**src/hw/rtl/keyword_token_counter_top_assert.svh**
```systemverilog
// Assertion macros used by the keyword token counter RTL.
`ifndef KEYWORD_TOKEN_COUNTER_TOP_ASSERT_SVH
`define KEYWORD_TOKEN_COUNTER_TOP_ASSERT_SVH

// Same-cycle implication, checked on every rising clock edge outside reset.
`define KTC_ASSERT_NOW(label, ante, cons, msg) \
	label: assert property (@(posedge clk) disable iff (!arst_n) (ante) |-> (cons)) \
		else $error(msg);

// Next-cycle implication, checked on every rising clock edge outside reset.
`define KTC_ASSERT_NEXT(label, ante, cons, msg) \
	label: assert property (@(posedge clk) disable iff (!arst_n) (ante) |=> (cons)) \
		else $error(msg);

`endif

```
**src/hw/rtl/kwtc_pkg.sv**
```systemverilog
// Package of the keyword token counter: sizes, codes and helper functions.
package kwtc_pkg;

	localparam int NUM_KEYWORDS = 8;
	localparam int KEY_CHARS    = 7;
	localparam int COUNT_BITS   = 32;

	localparam int KW_SLOTS  = 8;
	localparam int KW_W      = 64;
	localparam int CHAR_W    = 8;
	localparam int TOKLEN_W  = 4;
	localparam int MASK_W    = 8;
	localparam int SEL_W     = 3;
	localparam int OUT_CNT_W = 32;
	localparam int CFG_IDX_W = 4;

	localparam logic [CHAR_W-1:0] CH_SPACE   = 8'h20;
	localparam logic [CHAR_W-1:0] CH_COMMA   = 8'h2C;
	localparam logic [CHAR_W-1:0] CH_PERIOD  = 8'h2E;
	localparam logic [CHAR_W-1:0] CH_NEWLINE = 8'h0A;

	localparam logic MODE_TEXT = 1'b0;
	localparam logic MODE_READ = 1'b1;

	typedef logic [KW_W-1:0]       kw_word_t;
	typedef logic [COUNT_BITS-1:0] count_t;

	function automatic logic is_delim(input logic [CHAR_W-1:0] c);
		return c inside {CH_SPACE, CH_COMMA, CH_PERIOD, CH_NEWLINE};
	endfunction

	// Clamp a counter to the 32-bit result field.
	function automatic logic [OUT_CNT_W-1:0] sat_out(input count_t c);
		count_t upper;
		upper = c >> OUT_CNT_W;
		if (upper != '0) begin
			return '1;
		end
		return OUT_CNT_W'(c);
	endfunction

endpackage

```
**src/hw/rtl/kwtc_if.sv**
```systemverilog
// Handshake channels of the keyword token counter: text in, result out, config write.
interface kwtc_in_if;
	import kwtc_pkg::*;
	logic              valid;
	logic              ready;
	logic              mode;
	logic [CHAR_W-1:0] byte_value;
	logic              text_end;
	logic [SEL_W-1:0]  keyword_select;
	modport source (output valid, mode, byte_value, text_end, keyword_select, input ready);
	modport sink   (input valid, mode, byte_value, text_end, keyword_select, output ready);
endinterface

interface kwtc_out_if;
	import kwtc_pkg::*;
	logic                 valid;
	logic                 ready;
	logic [MASK_W-1:0]    matched_mask;
	logic [OUT_CNT_W-1:0] count_value;
	modport source (output valid, matched_mask, count_value, input ready);
	modport sink   (input valid, matched_mask, count_value, output ready);
endinterface

interface kwtc_cfg_if;
	import kwtc_pkg::*;
	logic                 valid;
	logic                 ready;
	logic [CFG_IDX_W-1:0] addr;
	logic [KW_W-1:0]      data;
	modport source (output valid, addr, data, input ready);
	modport sink   (input valid, addr, data, output ready);
endinterface

```
**src/hw/rtl/keyword_token_counter_top.sv**
```systemverilog
// Keyword token counter: splits a byte stream into tokens and counts keyword hits.
//
// The block reads text one byte per word on the item channel, splits it into
// tokens at space, comma, period and newline, and when a token closes (on a
// delimiter, or after a byte flagged text_end) compares it with up to eight
// keywords held in configuration registers. Each keyword register packs its
// characters in bytes 0 to 6 and its length in byte 7; a length of zero, or
// one above seven, disables it. Every matching keyword's counter goes up by
// one and saturates at all ones, and the result word reports the matches in
// matched_mask. A read-mode word (mode 1) leaves the token in progress alone
// and returns the count of keyword_select in count_value. Every input word
// gives exactly one result word. The datapath is two registers deep: a word
// is taken into an input stage, compared against all keywords in parallel
// while the token state and counters update, and placed in an output
// register. One word is accepted every clock cycle as long as the result
// side keeps taking words; a result moves into the output register as its
// word leaves the input stage, and a stalled output register holds back the
// input stage and then the item channel. Keyword registers are written over
// the cfg channel, which is always ready; an address above seven is ignored.
// Write them only while no word is in flight. Reset clears the keywords,
// counters and token.
module keyword_token_counter_top (
	input  logic            clk,
	input  logic            arst_n,
	kwtc_in_if.sink         item,
	kwtc_out_if.source      result,
	kwtc_cfg_if.sink        cfg
);
	import kwtc_pkg::*;

	// Keyword registers and running state.
	kw_word_t              kw_q [KW_SLOTS];
	count_t                count_q [NUM_KEYWORDS];
	logic [TOKLEN_W-1:0]   tok_len_q;
	logic [MASK_W-1:0]     cand_q;

	// Input stage.
	logic                  valid_s1;
	logic                  mode_s1;
	logic [CHAR_W-1:0]     byte_s1;
	logic                  tend_s1;
	logic [SEL_W-1:0]      sel_s1;

	// Output stage.
	logic                  valid_s2;
	logic [MASK_W-1:0]     mask_s2;
	logic [OUT_CNT_W-1:0]  cnt_s2;

	logic                  advance;
	logic                  text_fire;
	logic                  delim;
	logic                  close_tok;
	logic [TOKLEN_W-1:0]   len_add;
	logic [MASK_W-1:0]     cand_add;
	logic [TOKLEN_W-1:0]   close_len;
	logic [MASK_W-1:0]     close_cand;
	logic [MASK_W-1:0]     hit;
	logic [OUT_CNT_W-1:0]  cnt_read;
	logic [CHAR_W-1:0]     kw_len [KW_SLOTS];
	logic [CHAR_W-1:0]     kw_char [KW_SLOTS];

	// The output register moves whenever it is empty or being taken; the input
	// stage follows it, so a word can enter in every cycle while the output register moves.
	assign advance   = !valid_s2 || result.ready;
	assign item.ready = !valid_s1 || advance;
	assign cfg.ready  = 1'b1;
	assign text_fire  = valid_s1 && advance && (mode_s1 == MODE_TEXT);

	always_comb begin
		delim    = is_delim(byte_s1);
		len_add  = (tok_len_q == '1) ? tok_len_q : tok_len_q + 1'b1;
		cand_add = cand_q;
		for (int i = 0; i < KW_SLOTS; i++) begin
			kw_len[i]  = kw_q[i][KW_W-1 -: CHAR_W];
			kw_char[i] = kw_q[i][{tok_len_q[2:0], 3'b000} +: CHAR_W];
			if (tok_len_q >= TOKLEN_W'(KEY_CHARS) || kw_char[i] != byte_s1) begin
				cand_add[i] = 1'b0;
			end
		end
		// A delimiter closes the token as it stands; text_end closes it after
		// this byte has been added.
		close_tok  = delim || tend_s1;
		close_len  = delim ? tok_len_q : len_add;
		close_cand = delim ? cand_q : cand_add;
		hit = '0;
		for (int i = 0; i < NUM_KEYWORDS; i++) begin
			hit[i] = close_tok && (close_len != '0) && close_cand[i] &&
				(kw_len[i] != '0) && (kw_len[i] <= CHAR_W'(KEY_CHARS)) &&
				(kw_len[i] == CHAR_W'(close_len));
		end
		cnt_read = '0;
		for (int i = 0; i < NUM_KEYWORDS; i++) begin
			if (sel_s1 == SEL_W'(i)) begin
				cnt_read = sat_out(count_q[i]);
			end
		end
	end

	// Configuration registers.
	always_ff @(posedge clk or negedge arst_n) begin
		if (!arst_n) begin
			for (int i = 0; i < KW_SLOTS; i++) begin
				kw_q[i] <= '0;
			end
		end else if (cfg.valid && cfg.ready) begin
			for (int i = 0; i < KW_SLOTS; i++) begin
				if (cfg.addr == CFG_IDX_W'(i)) begin
					kw_q[i] <= cfg.data;
				end
			end
		end
	end

	// Token state and counters update as a text word leaves the input stage.
	always_ff @(posedge clk or negedge arst_n) begin
		if (!arst_n) begin
			tok_len_q <= '0;
			cand_q    <= '1;
			for (int i = 0; i < NUM_KEYWORDS; i++) begin
				count_q[i] <= '0;
			end
		end else if (text_fire) begin
			if (close_tok) begin
				tok_len_q <= '0;
				cand_q    <= '1;
			end else begin
				tok_len_q <= len_add;
				cand_q    <= cand_add;
			end
			for (int i = 0; i < NUM_KEYWORDS; i++) begin
				if (hit[i] && count_q[i] != '1) begin
					count_q[i] <= count_q[i] + 1'b1;
				end
			end
		end
	end

	// Stage valid flags.
	always_ff @(posedge clk or negedge arst_n) begin
		if (!arst_n) begin
			valid_s1 <= 1'b0;
			valid_s2 <= 1'b0;
		end else begin
			if (item.ready) begin
				valid_s1 <= item.valid;
			end
			if (advance) begin
				valid_s2 <= valid_s1;
			end
		end
	end

	// Stage payloads.
	always_ff @(posedge clk) begin
		if (item.valid && item.ready) begin
			mode_s1 <= item.mode;
			byte_s1 <= item.byte_value;
			tend_s1 <= item.text_end;
			sel_s1  <= item.keyword_select;
		end
		if (valid_s1 && advance) begin
			if (mode_s1 == MODE_READ) begin
				mask_s2 <= '0;
				cnt_s2  <= cnt_read;
			end else begin
				mask_s2 <= hit;
				cnt_s2  <= '0;
			end
		end
	end

	assign result.valid        = valid_s2;
	assign result.matched_mask = mask_s2;
	assign result.count_value  = cnt_s2;

`include "keyword_token_counter_top_assert.svh"

	`KTC_ASSERT_NEXT(a_read_no_mask, valid_s1 && advance && mode_s1 == MODE_READ,
		valid_s2 && mask_s2 == '0, "read word produced a match mask")
	`KTC_ASSERT_NEXT(a_text_no_count, text_fire,
		valid_s2 && cnt_s2 == '0, "text word produced a count")
	`KTC_ASSERT_NEXT(a_close_clears, text_fire && close_tok,
		tok_len_q == '0 && cand_q == '1, "token state not cleared after close")
	`KTC_ASSERT_NEXT(a_empty_no_hit, text_fire && delim && tok_len_q == '0,
		mask_s2 == '0, "empty token reported a match")
	`KTC_ASSERT_NOW(a_hit_needs_close, hit != '0,
		close_tok && close_len != '0, "match without a closing token")

endmodule

```
**src/flat_wrapper.sv**
```systemverilog
// flat-port wrapper written by rule: the top's interface ports become plain ports
module keyword_token_counter_top_flat import kwtc_pkg::*;
  (clk, arst_n, item_valid, item_mode, item_byte_value, item_text_end, item_keyword_select, item_ready, result_valid, result_matched_mask, result_count_value, result_ready, cfg_valid, cfg_addr, cfg_data, cfg_ready);
  kwtc_in_if item_i ();
  kwtc_out_if result_i ();
  kwtc_cfg_if cfg_i ();
  input  logic clk;
  input  logic arst_n;
  input wire logic [$bits(item_i.valid)-1:0] item_valid;
  input wire logic [$bits(item_i.mode)-1:0] item_mode;
  input wire logic [$bits(item_i.byte_value)-1:0] item_byte_value;
  input wire logic [$bits(item_i.text_end)-1:0] item_text_end;
  input wire logic [$bits(item_i.keyword_select)-1:0] item_keyword_select;
  output wire logic [$bits(item_i.ready)-1:0] item_ready;
  output wire logic [$bits(result_i.valid)-1:0] result_valid;
  output wire logic [$bits(result_i.matched_mask)-1:0] result_matched_mask;
  output wire logic [$bits(result_i.count_value)-1:0] result_count_value;
  input wire logic [$bits(result_i.ready)-1:0] result_ready;
  input wire logic [$bits(cfg_i.valid)-1:0] cfg_valid;
  input wire logic [$bits(cfg_i.addr)-1:0] cfg_addr;
  input wire logic [$bits(cfg_i.data)-1:0] cfg_data;
  output wire logic [$bits(cfg_i.ready)-1:0] cfg_ready;
  assign item_i.valid = item_valid;
  assign item_i.mode = item_mode;
  assign item_i.byte_value = item_byte_value;
  assign item_i.text_end = item_text_end;
  assign item_i.keyword_select = item_keyword_select;
  assign item_ready = item_i.ready;
  assign result_valid = result_i.valid;
  assign result_matched_mask = result_i.matched_mask;
  assign result_count_value = result_i.count_value;
  assign result_i.ready = result_ready;
  assign cfg_i.valid = cfg_valid;
  assign cfg_i.addr = cfg_addr;
  assign cfg_i.data = cfg_data;
  assign cfg_ready = cfg_i.ready;
  keyword_token_counter_top u_core (.clk(clk), .arst_n(arst_n), .item(item_i), .result(result_i), .cfg(cfg_i));
endmodule
```
**config.mk**
```make
export PLATFORM = sky130hd
export DESIGN_NAME = keyword_token_counter_top_flat
export DESIGN_NICKNAME = d
export VERILOG_FILES = /design/src/hw/rtl/kwtc_pkg.sv /design/src/hw/rtl/kwtc_if.sv /design/src/hw/rtl/keyword_token_counter_top.sv /design/src/flat_wrapper.sv
export VERILOG_INCLUDE_DIRS = /design/src /design/src/hw/rtl
export SDC_FILE = /design/constraint.sdc
export NUM_CORES = 1
export LEC_CHECK = 0
export BUFFER_PORTS_ARGS = -buffer_cell sky130_fd_sc_hd__buf_2
export CAP_MARGIN = 20
export CORE_ASPECT_RATIO = 1.2
export CORE_MARGIN = 1.5
export CORE_UTILIZATION = 30
export DETAILED_ROUTE_END_ITERATION = 10
export PLACE_DENSITY = 0.49
export SETUP_SLACK_MARGIN = 0.4
export SLEW_MARGIN = 25
export SYNTH_ARGS = -nofsm -noshare
export SYNTH_HDL_FRONTEND = slang
export SYNTH_SLANG_ARGS = --single-unit
```
**constraint.sdc**
```tcl
create_clock -name clk -period 4.6 [get_ports clk]
set_clock_uncertainty 0.15 [all_clocks]
set_input_delay 0.92 -clock clk [delete_from_list [all_inputs] [get_ports clk]]
set_output_delay 0.92 -clock clk [all_outputs]
set_load 0.005 [all_outputs]
```
=== Word level (Yosys, flattened, before mapping) ===
Index checks and enable logic that the tools add are counted.

* Add/subtract/negate cells: 9
* Multiply operators: 0
* Divide/modulo/power cells: 0
* Order comparisons: 9
* Equal/unequal tests: 43
* Shift operators: 8
* Mux-type cells: 37
* Bitwise gates (word level): 1
* Reduce and logical (&&, ||, !) cells: 85

{| class="wikitable"
|+ Operators with widths
! cell !! count
|-
| $mux 32 || 16
|-
| $shiftx 64x7->8 || 8
|-
| $add 32x1->32 const B || 8
|-
| $ne 32x32->1 const B || 8
|-
| $eq 8x4->1 || 8
|-
| $le 8x3->1 const B || 8
|-
| $ne 8x8->1 || 8
|-
| $reduce_bool 8->1 || 8
|-
| $logic_and 1x1->1 || 44
|-
| $reduce_and 2->1 || 16
|-
| $eq 8x6->1 const B || 3
|-
| $eq 4x3->1 const B || 4
|-
| $mux 1 || 16
|-
| $mux 8 || 2
|-
| $eq 3x3->1 const B || 4
|-
| $mux 4 || 3
|-
| $logic_or 1x1->1 || 11
|-
| $eq 4x2->1 const B || 2
|-
| $eq 8x4->1 const B || 1
|-
| $reduce_bool 4->1 || 2
|-
| $eq 3x2->1 const B || 2
|-
| $add 4x1->4 const B || 1
|-
| $eq 4x1->1 const B || 1
|-
| $eq 4x4->1 const B || 1
|-
| 6 further kinds || 7
|}

* Register bits: 835
* Latch bits: 0
* Memory bits (writable): 0
* Memory bits (read-only): 0
* Output and inout port bits: 43
* Logic and storage cells: 218
* Memories kept: 0

=== Longest topological paths before layout ===
Gate-level depths: netlist (run 1).

* Depth in word-level cells: 11
* Depth in mapped cells: 15
* Mapped depth without buffers: 9

=== Worst setup path before layout (run 1) ===
No wires, ideal clock.

* Path kind: input -> register
* Start point: input port result_ready
* End point: register u_core.count_q[157] (netlist bit)
* Setup time: 0.079 ns
* Data arrival time: 3.180 ns
* Required time: 4.371 ns
* Path slack: 1.190 ns
* Cell stages on the path: 10
* Path buffers: 2
* Cells stage by stage: nor2b_1 -> nor3_1 -> o21ai_2 -> a211oi_4 -> o2111ai_1 -> or3_1 -> clkbuf_1 -> buf_6 -> nor4_4 -> xor2_1

* Word-level cells in the longest chain between the ends: 4

{| class="wikitable"
|+ Ends and longest elaborated chain
! what !! RTL line !! text
|-
| start, declared || flat_wrapper.sv:18 || <nowiki>input wire logic [$bits(result_i.ready)-1:0] result_ready;</nowiki>
|-
| $logic_or 1x1->1 || keyword_token_counter_top.sv:64 || <nowiki>assign advance = !valid_s2 || result.ready;</nowiki>
|-
| $logic_and 1x1->1 (2 in a row) || keyword_token_counter_top.sv:67 || <nowiki>assign text_fire = valid_s1 && advance && (mode_s1 == MODE_TEXT);</nowiki>
|-
| $reduce_and 2->1 (no line) || n/a ||
|-
| end signal, assigned by index || keyword_token_counter_top.sv:132 || <nowiki>count_q[i] <= count_q[i] + 1'b1;</nowiki>
|-
| end, declared || keyword_token_counter_top.sv:33 || <nowiki>count_t count_q [NUM_KEYWORDS];</nowiki>
|}

No other way between the ends.
A chain may end at the register's enable or synchronous reset.

=== Worst setup path in the final report (run 1) ===
* Start point: register u_core.tok_len_q[0]
* End point: register u_core.count_q[137] (netlist bit)

* Word-level cells in the longest chain between the ends: 11
* Elaborated cells on any way between the ends: 19
* Those cells by class: add/sub (1); order compare (1); eq/ne (3); shift (1); mux (4); reduce/logical (9)

{| class="wikitable"
|+ Ends and longest elaborated chain
! what !! RTL line !! text
|-
| start, declared || keyword_token_counter_top.sv:34 || <nowiki>logic [TOKLEN_W-1:0] tok_len_q;</nowiki>
|-
| start signal, assigned || keyword_token_counter_top.sv:127 || <nowiki>tok_len_q <= len_add;</nowiki>
|-
| $shiftx 64x7->8, or another cell as far along || keyword_token_counter_top.sv:75 || <nowiki>kw_char[i] = kw_q[i][{tok_len_q[2:0], 3'b000} +: CHAR_W];</nowiki>
|-
| $ne 8x8->1 / $mux 4 (equally long branches) || keyword_token_counter_top.sv:76, keyword_token_counter_top.sv:71 ||
|-
| $logic_or 1x1->1 / $mux 4 (equally long branches) || keyword_token_counter_top.sv:76, keyword_token_counter_top.sv:83 ||
|-
| $mux 1 / $reduce_bool 4->1 (equally long branches) || keyword_token_counter_top.sv:76, keyword_token_counter_top.sv:87 ||
|-
| $mux 8 / $logic_and 1x1->1 (equally long branches) || keyword_token_counter_top.sv:84, keyword_token_counter_top.sv:87 ||
|-
| $logic_and 1x1->1 (2 in a row) || keyword_token_counter_top.sv:87 || <nowiki>hit[i] = close_tok && (close_len != '0) && close_cand[i] &&</nowiki>
|-
| $logic_and 1x1->1 || keyword_token_counter_top.sv:88 || <nowiki>(kw_len[i] != '0) && (kw_len[i] <= CHAR_W'(KEY_CHARS)) &&</nowiki>
|-
| $logic_and 1x1->1 (*) || keyword_token_counter_top.sv:88 ||
|-
| $logic_and 1x1->1 (*) || keyword_token_counter_top.sv:131 || <nowiki>if (hit[i] && count_q[i] != '1) begin</nowiki>
|-
| $reduce_and 2->1 (no line) (*) || n/a ||
|}

Every way passes the cells marked *; elsewhere a longest branch is shown, timed or not.

==> qor.yml, run 1 <==
outcome: "complete, no violations"
avgSynthCellArea_sq_um: 12.5
synth_edf_count: 53
place_ws_ns: 0.360
drtIter0Drc: 1937
dp_hpwl_mm: 95.4
synth-compound-area-share_pct: 6.81
min_period_ns: 4.03
grt.busiest_layer: "met2"
power_frac_comb_pct: 22.1
muxShareOfSynthArea_pct: 23.1
hp-class: "in2async"
clk-insertion-delay-late_ns: 0.71
via_count: 28100
switching_share_pct: 30.0
worstPathRequired_ns: 5.05
cts_sinks: 835
crit_type: "reg2reg"
die_y_um: 409
rsz0062_at_grt: "yes"
use_met1_pct: 25.5
p_seq_share_pct: 41.0
cts_made_buffers: 97
synth_common_cells: "774 x dfrtp_1, 523 x mux2_2, 199 x mux2i_1"
core-area_sq_um: 136000
detail-route-antenna-nets: 0
synth_fp_nets: 3384
wl_per_cell_um: 25.3
routed_wirelength_mm: 134
synthCells: 3289
placementRows: 148
worst_pin_slew_ns: 0.959
slew_headroom_pct: 35.5
syn_area_sq_um: 41100
ff2ff_path_depth: 12
crit_arrival_ns: 4.48
critPathCaptureType: "register"
synthToLayoutAreaGrowth_pct: 16.8
yosysTopAreaCellShare_pct: 47.1
ir_drop_mv: 0.313
grt.overflow.total: 0
start_util_pct: 30.3
place_congestion: 0.855
setup_viol: 0
antenna_found_initial: 31
setup_ws_ns: 0.568
synth_area_leaders: "dfrtp_1 47%, mux2_2 14%, mux2i_1 4.8%, mux4_2 3.9%, edfxtp_1 3.9%"
p_sw_w: 0.00680
synth_top_family_by_area: "multiplexers"
io_buffers: 127
die-area_sq_um: 139000
grt_usage_pct: 19.2
slew_violations: 0
tns_ns: 0
synth_top_area_cell: "dfrtp_1"
grt_pass1_vias: 27900
die_w_um: 341
vias_per_cell: 5.29
met3_usage_pct: 2.63
maxCapViolations: 0
groute.layer.met2.usage_pct: 32.5
firstDrtPassIters: 5
synth_xor_area_share_pct: 6.08
synth-main-ff-cell: "dfrtp_1"
p_int_w: 0.0158
synthArstFlopShare_pct: 93.7
layout.nets: 3519
timing.final.crit_share_pct: 87.6
drcViolationCount: 0
synth_sequential_area_ratio_pct: 51.5
grt_first_pass_wirelength_mm: 200
synth-adder-area-share_pct: 0.274
postCtsSetupBuffers: 0
cp-start-kind: "register"
fmax_mhz: 248
cts_tree: "built"
path_clk_slew_ns: 0.07
cts-root-buf: "clkbuf_16"
io_pins: 129
hold_viol_final: 0
yosysWarnings: 0
ys_ff_latch: 835
yosysMostFrequentCell: "dfrtp_1"
p_clk_share_pct: 36.9
grt_start_max_net_pins: 105
leakage_nw: 20.4
drive_gt1_share_pct: 30.2
synth_cell_types: 80
htree_levels: 3
p_per_area_nw_per_um2: 471
hold_buffers: 0
ctsLongestPathBuffers: 3
synth-simple-area-share_pct: 9.72
cp_max_fo: 28
[layout by cell type (no fill, tap or decap), types with 98 or more instances in the layout]
| cell type | n |
|---|---|
| buf_2 | 126 |
| clkbuf_16 | 98 |
| dfrtp_1 | 771 |
| mux2_2 | 523 |
| mux2i_1 | 198 |
| nand2_1 | 107 |
| nand3_1 | 127 |
| nor2_1 | 106 |
| xnor2_1 | 169 |
| xor2_1 | 108 |
[worst max-delay path: stages, from the launching register on]
cell,delay (ns)
dfrtp_4,0.58
buf_12,0.22
buf_12,0.26
mux2i_1,0.28
a22o_1,0.26
nor3_1,0.08
a2111oi_0,0.51
buf_4,0.22
a31oi_1,0.14
or3_1,0.55
buf_12,0.22
nor4_2,0.25
xnor2_1,0.15
[cell families (layout without fill, tap and decap cells)]
logic type               after synthesis  after routing
flip-flops                           835            835
AO/OA/AOI/OAI                        377            377
AND/OR/NAND/NOR                      738            738
other                                  1              4
adder cells (fa/ha/maj)                9              9
buffers and inverters                254            472
multiplexers                         794            794
XOR/XNOR                             281            281
[metrics by stage]
step	instance area, sq um	total power, W	instances	util (%)	hold slack, ns
after floorplan	41100	0.0123	3289	-	0.289
after global placement	44500	0.0144	5125	32.8	0.298
after detailed placement	44500	0.0144	5125	32.8	0.301
after CTS	48000	0.0229	5307	35.3	0.0892
after global routing	48100	0.0236	5308	35.4	0.128
final	48100	0.0226	5310	35.4	0.0974
[repair_timing]
| action | CTS | global route |
|---|---|---|
| gates resized for setup | 1 | 7 |
| setup endpoints to repair | 4 | 40 |
| endpoints found under the hold margin | 0 | 0 |
[final timing paths]
path                                           from                  end  slack [ns]
max in group asynchronous                    arst_n   u_core.count_q[20]        3.04
worst min register to register     u_core.cand_q[4]     u_core.cand_q[4]        0.31
worst max register to register  u_core.tok_len_q[0]  u_core.count_q[137]        0.57
worst max-delay path            u_core.tok_len_q[0]  u_core.count_q[137]        0.57
worst min-delay path                         arst_n     u_core.kw_q[454]         0.1
min in group clk                          item_mode       u_core.mode_s1        0.27
[registers in the layout, summed over array words and instances, names as in the netlist]
register                    flops
u_core.valid_s1                 1
u_core.sel_s1                   3
u_core.cand_q                   8
u_core.kw_q                   448
u_core.mode_s1                  1
u_core.result.valid             1
u_core.tok_len_q                4
u_core.result.count_value      32
u_core.count_q                256
u_core.kw_len                  64
u_core.byte_s1                  8
u_core.tend_s1                  1
u_core.result.matched_mask      8
[final cells by class]
class,instances,area [sq um]
flip-flops and latches,835,21200
repair buffers,243,1900
fillers,13400,87900
multi-input cells,2200,19100
clock buffers,136,2810
clock inverters,46,679
diodes,3,7.51
well taps,1800,2250
inverters,47,176
[metal layers]
layer  vias up  part of all wire, %
met4        20                  2.9
met1     14800                   44
met2       616                   49
met3       204                  4.0
li1      12500                    -
met5         -                0.092
[power by group through the flow]
| stage | Sequential [W] | Combinational (W) | Clock [W] |
|---|---|---|---|
| floorplan | 0.00907 | 0.00321 | 0 |
| global placement | 0.00939 | 0.00499 | 0 |
| detailed placement | 0.00941 | 0.00503 | 0 |
| CTS | 0.00928 | 0.00505 | 0.00856 |
| global route | 0.00942 | 0.00532 | 0.00888 |
| finish | 0.00929 | 0.00501 | 0.00835 |
Power figures use the tool's default switching activity.
==> inputs of run 2 (changes only) <==
--- a/config.mk
+++ b/config.mk
@@ -13,6 +13,7 @@
 export CORE_UTILIZATION = 30
 export DETAILED_ROUTE_END_ITERATION = 10
 export PLACE_DENSITY = 0.49
+export RECOVER_POWER = 100
 export SETUP_SLACK_MARGIN = 0.4
 export SLEW_MARGIN = 25
 export SYNTH_ARGS = -nofsm -noshare
==> constraint.sdc (replaced) <==
create_clock -name clk -period 4.6 [get_ports clk]
set_clock_uncertainty 0.15 [all_clocks]
set_input_delay 0.92 -clock clk [delete_from_list [all_inputs] [get_ports clk]]
set_output_delay 0.92 -clock clk [all_outputs]
set_load 0.01 [all_outputs]
==> run 2 against run 1 <==
The flow now finishes with violations (capacitance limit, slew limit). Combinational power hardly changed. Register-to-register slack lost 0.23 ns. Clock power hardly changed. Via count grew 0.30%. Global-route usage stayed put. Critical path depth increased by 1. Final cell count about the same. Design area decreased by 0.90%. Critical endpoint is now u_core.count_q[74]. Largest cell class unchanged. Largest power group unchanged.
==> qor.yml, run 2 (synthesis gave the netlist of run 1 again) <==
drcViolationCount: 0  # unchanged
detail-route-antenna-nets: 0  # unchanged
critical_path.slowest_cell: "dfrtp_4"
io_pins: 129  # unchanged
cts_tree: "built"
rsz0062_at_grt: "yes"
grt_start_max_net_pins: 105  # unchanged
setup_viol: 0  # unchanged
n_fill_cell: 13500  # +0.64%
grt_first_pass_wirelength_mm: 200  # unchanged
slew_violations: 731  # +731
max_stage_delay_ns: 0.58  # about the same
firstDrtPassIters: 5  # unchanged
min_period_ns: 4.26  # +0.227 ns
antenna_found_initial: 31  # unchanged
crit_type: "reg2reg"
cts-root-buf: "clkbuf_16"
grt_pass1_vias: 27900  # unchanged
critPathCaptureType: "register"
hold_viol_final: 0  # unchanged
vias_per_cell: 5.31  # +0.33%
hold_buffers: 0  # unchanged
wl_per_cell_um: 25.4  # +0.25%
r2r_slack_ns: 0.34  # -0.23 ns
routed_wirelength_mm: 135  # +0.22%
worst_pin_slew_ns: 2.49  # +1.53 ns
grt_usage_pct: 19.2  # unchanged
cp-start-kind: "register"
core-area_sq_um: 136000  # unchanged
tns_ns: 0  # unchanged
largest-register: "u_core.kw_q"
drtIter0Drc: 1978  # +2.1%
largest_register_ffs: 448  # unchanged
multi_input_area_sq_um: 19000  # -0.52%
layout.nets: 3519  # unchanged
register_area_sq_um: 21200  # unchanged
path_clk_slew_ns: 0.07  # about the same
leakage_nw: 20.1  # -1.5%
cts_made_buffers: 97  # unchanged
grt.overflow.total: 0  # unchanged
violations: "capacitance limit, slew limit"
final_core_util_pct: 35.0  # -0.32 points
worstPathRequired_ns: 5.06  # about the same
holdWs_ns: 0.270  # +0.172 ns
clk-insertion-delay-late_ns: 0.71  # about the same
final_cells: 5308  # -0.038%
largest_registers: "u_core.kw_q (448), u_core.count_q (256), u_core.kw_len (64)"
die-area_sq_um: 139000  # unchanged
layout_common_cells: "771 x dfrtp_1, 521 x mux2_2, 198 x mux2i_1"
post-place-cells: 5125  # unchanged
drive_gt1_share_pct: 27.7  # -2.5 points
maxCapViolations: 15  # +15
timing.final.crit_share_pct: 92.6  # +4.9 points
cp_max_fo: 28  # unchanged
synthToLayoutAreaGrowth_pct: 15.8
setup_ws_ns: 0.341  # -0.227 ns
hp-class: "in2reg"
ff2ff_path_depth: 13  # +1
via_count: 28200  # +0.30%
fmax_mhz: 235  # -5.3%
final_common_cell: "dfrtp_1"
start_util_pct: 30.3  # unchanged
htree_levels: 3  # unchanged
ctsLongestPathBuffers: 3  # unchanged
place_congestion: 0.855  # unchanged
dp_hpwl_mm: 95.4  # unchanged
die_w_um: 341  # unchanged
cp_cell_sequence: "buf_12 > buf_12 > mux4_2 > mux2i_1 > xnor2_1 > o21bai_1 > nor4_1 > clkbuf_1 > o21ai_0 > buf_4 > buf_4 > nor4_1 > xor2_1"
die_y_um: 409  # unchanged
whs_path_depth: 1
outcome: "complete, but fails checks"
crit_arrival_ns: 4.72  # +0.24 ns
slew_headroom_pct: -66.1  # -100 points
ir_drop_mv: 0.310  # -0.89%
p_per_area_nw_per_um2: 475  # +0.78%
place_ws_ns: 0.360  # unchanged
cts_sinks: 835  # unchanged
io_buffers: 127  # unchanged
placementRows: 148  # unchanged
run 2: cell count changes in the layout (fill, tap and decap cells not counted), sizes merged:
| cell | change |
|---|---|
| dlymetal6s4s | +1 |
| clkbuf | +88 |
| diode | -2 |
| buf | -89 |
run 2: critical path: cells and delay by family, from the launching register on:
family | cells | cell delay [ns]
AND/OR/NAND/NOR | 2 | 0.80
AO/OA/AOI/OAI | 2 | 0.37
XOR/XNOR | 2 | 0.26
flip-flops | 1 | 0.58
buffers and inverters | 5 | 1.16
multiplexers | 2 | 0.80
run 2: layout make-up:
class | instances | area share, %
flip-flops and latches | 835 | 44.5
multi-input cells | 2200 | 39.8
clock buffers | 136 | 5.89
well taps | 1800 | 4.73
repair buffers | 243 | 3.30
clock inverters | 46 | 1.43
inverters | 47 | 0.370
diodes | 1 | 0.00525
run 2: routing by layer:
layer / vias to the layer above / global-route usage (%) / part of all wire, %
met2: 641 / 32.5 / 50
met5: - / 0 / 0.089
met4: 20 / 5.47 / 2.8
met1: 14800 / 25.5 / 44
met3: 212 / 2.63 / 4.1
li1: 12500 / - / -
run 2: timing repair:
action                                 in CTS  in global routing
resized for setup                           1                  7
setup buffers                               0                  0
setup endpoints to repair                   4                 40
cloned                                      0                  0
endpoints found under the hold margin       0                  0
run 2: report_power, final:
group / switching [W] / internal (W) / total, W
Sequential: 0.000752 / 0.00854 / 0.00929
Clock: 0.00333 / 0.00502 / 0.00835
Combinational: 0.00272 / 0.00226 / 0.00498
Total: 0.00680 / 0.0158 / 0.0226
run 2: metrics by stage:
step / instance area [sq um] / total power [W]
2_1_floorplan: 41100 / 0.0123
3_3_place_gp: 44500 / 0.0144
3_5_place_dp: 44500 / 0.0145
4_1_cts: 48000 / 0.0229
5_1_grt: 47600 / 0.0236
6_report: 47600 / 0.0226
run 2: worst paths after layout:
path,from,end
hold / removal,item_mode,u_core.mode_s1
setup / recovery,u_core.tok_len_q[0],u_core.count_q[74]
setup reg to reg,u_core.tok_len_q[0],u_core.count_q[74]
min in group asynchronous,arst_n,u_core.kw_q[454]
hold reg to reg,u_core.cand_q[4],u_core.cand_q[4]
max in group asynchronous,arst_n,u_core.tok_len_q[0]
